--- src/sv/tstm_pkg.sv ---
package tstm_pkg;

   // sample width default and fixed field widths
   localparam int SAMPLE_BITS_DEF = 12;
   localparam int POS_BITS        = 12;
   localparam int LIMIT_BITS      = 12;
   localparam logic [LIMIT_BITS-1:0] SPREAD_RESET = LIMIT_BITS'(200);

   // burst geometry
   localparam int BURST_LEN = 10;
   localparam int SORT_LEN  = 9;
   localparam int IDX_BITS  = $clog2(BURST_LEN);
   localparam int RANK_BITS = $clog2(SORT_LEN + 1);

   // sorted positions used by the spread check and the trimmed mean
   localparam int RANK_LO    = 2;
   localparam int RANK_HI    = 7;
   localparam int MEAN_FIRST = 3;
   localparam int MEAN_LAST  = 6;

   // control from the sequencer to each channel's rank unit
   typedef struct packed {
      logic clear;
      logic cand_load;
      logic compare;
      logic tie_wins;
      logic commit;
   } sel_ctl_type;

endpackage

--- src/sv/tstm_ram.sv ---
module tstm_ram #(
   parameter int WIDTH = 24,
   parameter int DEPTH = 10
) (
   input  logic                     clock,
   input  logic                     wr_en,
   input  logic [$clog2(DEPTH)-1:0] wr_addr,
   input  logic [WIDTH-1:0]         wr_data,
   input  logic [$clog2(DEPTH)-1:0] rd_addr,
   output logic [WIDTH-1:0]         rd_data
);

   logic [WIDTH-1:0] mem_ff [DEPTH];
   logic [WIDTH-1:0] rd_data_ff;

   // one write port, one registered read port
   always_ff @(posedge clock) begin
      if (wr_en) begin
         mem_ff[wr_addr] <= wr_data;
      end
      rd_data_ff <= mem_ff[rd_addr];
   end

   assign rd_data = rd_data_ff;

endmodule

--- src/sv/tstm_select.sv ---
module tstm_select #(
   parameter int SAMPLE_BITS = tstm_pkg::SAMPLE_BITS_DEF
) (
   input  logic                            clock,
   input  tstm_pkg::sel_ctl_type           ctl,
   input  logic [SAMPLE_BITS-1:0]          sample,
   input  logic [tstm_pkg::LIMIT_BITS-1:0] limit,
   output logic                            noisy,
   output logic [SAMPLE_BITS-1:0]          mean
);

   localparam int RB       = tstm_pkg::RANK_BITS;
   localparam int SUM_BITS = SAMPLE_BITS + 2;
   localparam int CMP_BITS = (SAMPLE_BITS > tstm_pkg::LIMIT_BITS) ?
                             SAMPLE_BITS : tstm_pkg::LIMIT_BITS;

   logic [SAMPLE_BITS-1:0] cand_ff, cand_in;
   logic [RB-1:0]          rank_ff, rank_in;
   logic [SAMPLE_BITS-1:0] lo_ff, lo_in;
   logic [SAMPLE_BITS-1:0] hi_ff, hi_in;
   logic [SUM_BITS-1:0]    sum_ff, sum_in;
   logic                   less;
   logic [RB-1:0]          rank_next;
   logic [SAMPLE_BITS-1:0] spread;

   // shared compare: does the swept entry sort ahead of the candidate
   assign less      = (sample < cand_ff) || ((sample == cand_ff) && ctl.tie_wins);
   assign rank_next = rank_ff + {{(RB-1){1'b0}}, less};

   // candidate, rank count and selected sorted entries
   always_comb begin
      cand_in = cand_ff;
      rank_in = rank_ff;
      lo_in   = lo_ff;
      hi_in   = hi_ff;
      sum_in  = sum_ff;
      if (ctl.clear) begin
         sum_in = '0;
      end
      if (ctl.cand_load) begin
         cand_in = sample;
         rank_in = '0;
      end
      if (ctl.compare) begin
         rank_in = rank_next;
      end
      if (ctl.commit) begin
         if (rank_next == RB'(tstm_pkg::RANK_LO)) begin
            lo_in = cand_ff;
         end
         if (rank_next == RB'(tstm_pkg::RANK_HI)) begin
            hi_in = cand_ff;
         end
         if ((rank_next >= RB'(tstm_pkg::MEAN_FIRST)) &&
             (rank_next <= RB'(tstm_pkg::MEAN_LAST))) begin
            sum_in = sum_ff + SUM_BITS'(cand_ff);
         end
      end
   end

   always_ff @(posedge clock) begin
      cand_ff <= cand_in;
      rank_ff <= rank_in;
      lo_ff   <= lo_in;
      hi_ff   <= hi_in;
      sum_ff  <= sum_in;
   end

   // spread check and trimmed mean of the four middle entries
   assign spread = hi_ff - lo_ff;
   assign noisy  = CMP_BITS'(spread) > CMP_BITS'(limit);
   assign mean   = sum_ff[SUM_BITS-1:2];

endmodule

--- src/sv/touch_sample_trimmed_mean_filter.sv ---
// channel  | ports                                    | direction
// ---------+------------------------------------------+----------
// request  | req_valid/ready, req_x_sample, req_y_sample | in
// result   | rsp_valid/ready, rsp_x_position,         | out
//          | rsp_y_position, rsp_accepted             |
// csr      | csr_valid/ready, csr_spread_limit        | in
//
// The first nine requests of a burst are only stored and give no result.
// The tenth starts a rank sort over the sample RAM: nine candidates, each read
// and then compared with entries 0 to 8 through its single registered read
// port; no request is taken until the result is posted.
// Reset clears the burst position and the held coordinates and sets the limit to 200.
// A pending result does not block requests; a burst that finishes while the
// previous result still waits holds in its final state until it is taken.
module touch_sample_trimmed_mean_filter #(
   parameter int SAMPLE_BITS = tstm_pkg::SAMPLE_BITS_DEF
) (
   input  logic                            clock,
   input  logic                            reset,
   input  logic                            req_valid,
   output logic                            req_ready,
   input  logic [SAMPLE_BITS-1:0]          req_x_sample,
   input  logic [SAMPLE_BITS-1:0]          req_y_sample,
   output logic                            rsp_valid,
   input  logic                            rsp_ready,
   output logic [tstm_pkg::POS_BITS-1:0]   rsp_x_position,
   output logic [tstm_pkg::POS_BITS-1:0]   rsp_y_position,
   output logic                            rsp_accepted,
   input  logic                            csr_valid,
   output logic                            csr_ready,
   input  logic [tstm_pkg::LIMIT_BITS-1:0] csr_spread_limit
);

   localparam int IB = tstm_pkg::IDX_BITS;
   localparam int PB = tstm_pkg::POS_BITS;

   localparam logic [1:0] ST_IDLE = 2'd0;
   localparam logic [1:0] ST_SORT = 2'd1;
   localparam logic [1:0] ST_DONE = 2'd2;

   localparam logic [IB-1:0] LAST_SAMPLE = IB'(tstm_pkg::BURST_LEN - 1);
   localparam logic [IB-1:0] LAST_CAND   = IB'(tstm_pkg::SORT_LEN - 1);
   localparam logic [IB-1:0] K_LOAD      = IB'(1);
   localparam logic [IB-1:0] K_FIRST_CMP = IB'(2);
   localparam logic [IB-1:0] K_LAST      = IB'(tstm_pkg::SORT_LEN + 1);

   logic [1:0]                      state_ff, state_in;
   logic [IB-1:0]                   index_ff, index_in;
   logic [IB-1:0]                   cand_ff, cand_in;
   logic [IB-1:0]                   step_ff, step_in;
   logic [tstm_pkg::LIMIT_BITS-1:0] limit_ff, limit_in;
   logic [PB-1:0]                   held_x_ff, held_x_in;
   logic [PB-1:0]                   held_y_ff, held_y_in;
   logic                            ok_ff, ok_in;
   logic                            rsp_valid_ff, rsp_valid_in;

   logic                            req_fire;
   logic                            burst_end;
   logic                            post;
   logic [IB-1:0]                   rd_addr;
   logic [2*SAMPLE_BITS-1:0]        rd_data;
   tstm_pkg::sel_ctl_type           ctl;
   logic                            x_noisy, y_noisy;
   logic [SAMPLE_BITS-1:0]          x_mean, y_mean;

   assign req_ready = (state_ff == ST_IDLE);
   assign req_fire  = req_valid && req_ready;
   assign burst_end = req_fire && (index_ff == LAST_SAMPLE);
   assign post      = (state_ff == ST_DONE) && (!rsp_valid_ff || rsp_ready);
   assign csr_ready = 1'b1;

   // sample RAM, x and y side by side
   tstm_ram #(
      .WIDTH (2 * SAMPLE_BITS),
      .DEPTH (tstm_pkg::BURST_LEN)
   ) u_store (
      .clock   (clock),
      .wr_en   (req_fire),
      .wr_addr (index_ff),
      .wr_data ({req_y_sample, req_x_sample}),
      .rd_addr (rd_addr),
      .rd_data (rd_data)
   );

   // sweep read address: candidate first, then entries 0 to 9 (only 0 to 8 are compared)
   assign rd_addr = (step_ff == '0) ? cand_ff : (step_ff - IB'(1));

   // rank unit control
   always_comb begin
      ctl           = '0;
      ctl.clear     = burst_end;
      if (state_ff == ST_SORT) begin
         ctl.cand_load = (step_ff == K_LOAD);
         ctl.compare   = (step_ff >= K_FIRST_CMP);
         ctl.tie_wins  = (step_ff < (cand_ff + IB'(2)));
         ctl.commit    = (step_ff == K_LAST);
      end
   end

   tstm_select #(
      .SAMPLE_BITS (SAMPLE_BITS)
   ) u_sel_x (
      .clock  (clock),
      .ctl    (ctl),
      .sample (rd_data[SAMPLE_BITS-1:0]),
      .limit  (limit_ff),
      .noisy  (x_noisy),
      .mean   (x_mean)
   );

   tstm_select #(
      .SAMPLE_BITS (SAMPLE_BITS)
   ) u_sel_y (
      .clock  (clock),
      .ctl    (ctl),
      .sample (rd_data[2*SAMPLE_BITS-1:SAMPLE_BITS]),
      .limit  (limit_ff),
      .noisy  (y_noisy),
      .mean   (y_mean)
   );

   // sequencer
   always_comb begin
      state_in = state_ff;
      index_in = index_ff;
      cand_in  = cand_ff;
      step_in  = step_ff;
      unique case (state_ff)
         ST_IDLE: begin
            if (req_fire) begin
               if (burst_end) begin
                  index_in = '0;
                  cand_in  = '0;
                  step_in  = '0;
                  state_in = ST_SORT;
               end else begin
                  index_in = index_ff + IB'(1);
               end
            end
         end
         ST_SORT: begin
            if (step_ff == K_LAST) begin
               step_in = '0;
               if (cand_ff == LAST_CAND) begin
                  state_in = ST_DONE;
               end else begin
                  cand_in = cand_ff + IB'(1);
               end
            end else begin
               step_in = step_ff + IB'(1);
            end
         end
         ST_DONE: begin
            if (post) begin
               state_in = ST_IDLE;
            end
         end
         default: begin
            state_in = ST_IDLE;
         end
      endcase
   end

   // held coordinates, result flag and result valid
   always_comb begin
      held_x_in    = held_x_ff;
      held_y_in    = held_y_ff;
      ok_in        = ok_ff;
      rsp_valid_in = rsp_valid_ff && !rsp_ready;
      if (post) begin
         ok_in        = !y_noisy && !x_noisy;
         rsp_valid_in = 1'b1;
         if (!y_noisy && !x_noisy) begin
            held_x_in = PB'(x_mean);
            held_y_in = PB'(y_mean);
         end
      end
   end

   // configuration write
   always_comb begin
      limit_in = limit_ff;
      if (csr_valid && csr_ready) begin
         limit_in = csr_spread_limit;
      end
   end

   always_ff @(posedge clock) begin
      if (reset) begin
         state_ff     <= ST_IDLE;
         index_ff     <= '0;
         cand_ff      <= '0;
         step_ff      <= '0;
         limit_ff     <= tstm_pkg::SPREAD_RESET;
         held_x_ff    <= '0;
         held_y_ff    <= '0;
         ok_ff        <= 1'b0;
         rsp_valid_ff <= 1'b0;
      end else begin
         state_ff     <= state_in;
         index_ff     <= index_in;
         cand_ff      <= cand_in;
         step_ff      <= step_in;
         limit_ff     <= limit_in;
         held_x_ff    <= held_x_in;
         held_y_ff    <= held_y_in;
         ok_ff        <= ok_in;
         rsp_valid_ff <= rsp_valid_in;
      end
   end

   assign rsp_valid      = rsp_valid_ff;
   assign rsp_x_position = held_x_ff;
   assign rsp_y_position = held_y_ff;
   assign rsp_accepted   = ok_ff;

endmodule
--- config.mk ---
export PLATFORM = sky130hd
export DESIGN_NAME = touch_sample_trimmed_mean_filter
export DESIGN_NICKNAME = d
export VERILOG_FILES = /design/src/sv/tstm_pkg.sv /design/src/sv/tstm_ram.sv /design/src/sv/tstm_select.sv /design/src/sv/touch_sample_trimmed_mean_filter.sv
export SDC_FILE = /design/constraint.sdc
export NUM_CORES = 1
export LEC_CHECK = 0
export BUFFER_PORTS_ARGS = -buffer_cell sky130_fd_sc_hd__buf_2
export CAP_MARGIN = 20
export CORE_MARGIN = 5
export CORE_UTILIZATION = 30
export CTS_BUF_LIST = sky130_fd_sc_hd__clkbuf_8
export DETAILED_ROUTE_END_ITERATION = 8
export SYNTH_ARGS = -nofsm -noshare
export SYNTH_HDL_FRONTEND = slang
export SYNTH_SLANG_ARGS = --single-unit
export TNS_END_PERCENT = 20
--- constraint.sdc ---
create_clock -name clock -period 7.4 [get_ports clock]
set_input_delay 0 -clock clock [delete_from_list [all_inputs] [get_ports clock]]
set_output_delay 0 -clock clock [all_outputs]
set_load 0.03 [all_outputs]
==> reports/metrics.yaml <==
p_per_area_nw_per_um2: 218
cp_max_fo: 13
fill_cells: 5933
drtPass1Iterations: 5
cts_resized: 0
r2r_slack_ns: 2.87
ant_nets: 0
final_area_um2: 22100
fmax_mhz: 221
wl_per_cell_um: 16.6
vias: 11300
ys_types: 64
status: "finished clean"
critPathBufInv: 3
critPathMaxStageDelay_ns: 0.66
drc: 0
gp_congestion: 0.814
portBuffers: 67
overflow: 0
path_class: "register to register"
finalSetupViolCount: 0
via_per_inst: 4.64
rsz0062_at_grt: "false"
min_period_ns: 4.54
synth-main-ff-cell: "edfxtp_1"
grt_pass1_wl_mm: 63.8
nNetsFinal: 1686
hold_buffers: 65
setup_slack_ns: 2.87
synth_area_leaders: "edfxtp_1, dfxtp_1, ha_1, mux4_2, mux2i_1"
cts-root-buf: "clkbuf_8"
netlist_instances: 1357
synth_commonest_cells: "edfxtp_1, ha_1, dfxtp_1"
grt_pass1_vias: 11700
drt-total-wl_mm: 40.3
cts_setup_buffers: 0
max-slew-margin-rel_pct: 32.7
rows: 91
syn_area_um2: 18800
final_cells: 2430
cts_tree: "done"
tns_ns: 0
die_h_um: 260
switching_power_mw: 1.06
synth_fp_nets: 1514
hold_class: "primary input to register"
internal_power_mw: 3.77
p_leak_nw: 8.57
grt_max_degree: 55
dieWidth_um: 260
p_sw_share_pct: 22.0
synth_top_area_cell: "edfxtp_1"
area_growth_syn_to_layout_pct: 17.9
ctsHtreeMaxLevel: 3
ioPinCount: 69
core_um2: 61800
drv_cap: 0
synth_top_area_share_pct: 51.2
utilization_pct: 35.8
drt_iter0_drc: 645
pwr-share-seq_pct: 53.9
max_slew.worst_pin.slew_ns: 1.01
finalClockSkew_ns: 0.0334
cp.required_ns: 7.96
dieArea_um2: 67600
synth_seq_cells: 424
crit_chain: "inv_1 > ha_1 > inv_1 > fa_1 > a21o_1 > a21oi_1 > o211ai_1 > a31o_2 > a21oi_1 > xnor2_1 > ha_1 > and3_1 > nand4_1 > a21oi_1 > a2111oi_0 > o211a_1 > buf_4 > mux2i_1"
cts_buffers: 73
arrival_ns: 5.09
crit_path_start_kind: "register"
path_clk_slew_ns: 0.06
hold_viol_final: 0
synthArstFlopShare_pct: 0
dp_hpwl_mm: 25.0
p_total_mw: 4.83
cts_buffer_depth: 3
power.share.clock_pct: 42.8
start_util_pct: 30.3
drive_gt1_share_pct: 15.5
synth_warnings: 0
syn_area_per_cell_um2: 13.8
placed_cell_area_um2: 20000
max-vdd-ir-drop_uv: 118
synth-edff-count: 320
synthMostInstantiatedCell: "edfxtp_1"
drv_slew: 0
place_ws_ns: 2.88
clk_latency_ns: 0.66
period_share_pct: 61.3
cts.sinks: 424
dp_cells: 2224
path_common_cell: "a21oi_1"
p_comb_share_pct: 3.3
ys_seq_area_share_pct: 62.3
antenna_found_initial: 3
cp_slowest_cell: "o211a_1"
hold_ws_ns: 0.180
critPathCaptureType: "register"
grtUsageTotal_pct: 11.9
crit_family: "compound AO/OA/AOI/OAI gates"
==> metal layers <==
layer  wire [um]  track usage (%)  vias to the layer above
met5           0                0                        -
met1       18300             15.4                     5512
met2       19400             20.1                      235
met4         685             3.13                        0
met3        1960             3.01                       63
li1            -                -                     5470
==> logic make-up after synthesis <==
group	Yosys count	synth area share, %
DFF	424	62.3
and+or+nand+nor	311	7.99
AOI/OAI and AO/OA	226	7.62
buffers and inverters	125	2.96
adders and majority gates	116	7.90
muxes	107	8.98
xor gates and xnor gates	47	2.19
other	1	0.0200
==> final timing paths <==
| kind | start | to | cells after the start |
|---|---|---|---|
| worst max-delay path | u_sel_x.hi_ff[0] | rsp_x_position[7] | 18 |
| worst min-delay path | req_x_sample[9] | u_store.mem_ff[9][9] | 2 |
| worst max register to register | u_sel_x.hi_ff[0] | rsp_x_position[7] | 18 |
| worst min register to register | u_store.rd_data[3] | u_sel_x.cand_ff[3] | 0 |
==> registers in the layout, indices dropped and copies added, names as in the netlist <==
signal,count
cand_ff,4
rsp_valid,1
u_sel_x.hi_ff,12
u_sel_y.rank_ff,4
u_sel_x.lo_ff,12
u_sel_x.cand_ff,12
step_ff,4
limit_ff,12
u_store.mem_ff,240
rsp_accepted,1
u_store.rd_data,24
state_ff,2
rsp_y_position,12
u_sel_y.hi_ff,12
index_ff,4
rsp_x_position,12
u_sel_y.sum_ff,14
u_sel_x.sum_ff,14
u_sel_x.rank_ff,4
u_sel_y.lo_ff,12
u_sel_y.cand_ff,12
==> worst register-to-register path, stage by stage (launching register included) <==
cell and delay [ns]:
edfxtp_1 0.35, inv_1 0.06, ha_1 0.16, inv_1 0.05, fa_1 0.41, a21o_1 0.17, a21oi_1 0.27, o211ai_1 0.17
a31o_2 0.26, a21oi_1 0.17, xnor2_1 0.14, ha_1 0.26, and3_1 0.19, nand4_1 0.12, a21oi_1 0.05, a2111oi_0 0.39
o211a_1 0.66, buf_4 0.38, mux2i_1 0.23
==> power groups by stage <==
| stage | Sequential [mW] | Combinational (mW) | Clock, mW |
|---|---|---|---|
| 2_1_floorplan | 2.65 | 0.0768 | 0 |
| 3_3_place_gp | 2.65 | 0.126 | 0 |
| 3_5_place_dp | 2.65 | 0.132 | 0 |
| 4_1_cts | 2.60 | 0.162 | 2.13 |
| 5_1_grt | 2.60 | 0.181 | 2.25 |
| 6_report | 2.60 | 0.161 | 2.07 |
==> cell type report <==
type	instances	area (um2)	share of cell area [%]
flip-flops and latches	424	11700	52.9
diodes	3	7.51	0.0339
clock inverters	57	355	1.61
repair buffers	144	1080	4.88
well taps	837	1050	4.73
clock buffers	79	1090	4.92
inverters	78	293	1.32
multi-input cells	808	6560	29.7
==> placed cells by master, fill, tap and decap left out, drive strengths merged, types with 27 or more instances in the layout <==
master       netlist  final
nand3             37     37
a21oi             43     43
buf               18     79
nand2             96     96
nor2              64     64
mux2i             58     58
clkinv             1     27
clkbuf            29     79
dlygate4sd3        0     65
edfxtp           320    320
inv               77    104
dfxtp            104    104
mux4              48     48
ha               112    112
o21ai             72     72
(Power assumes the default switching activity.)
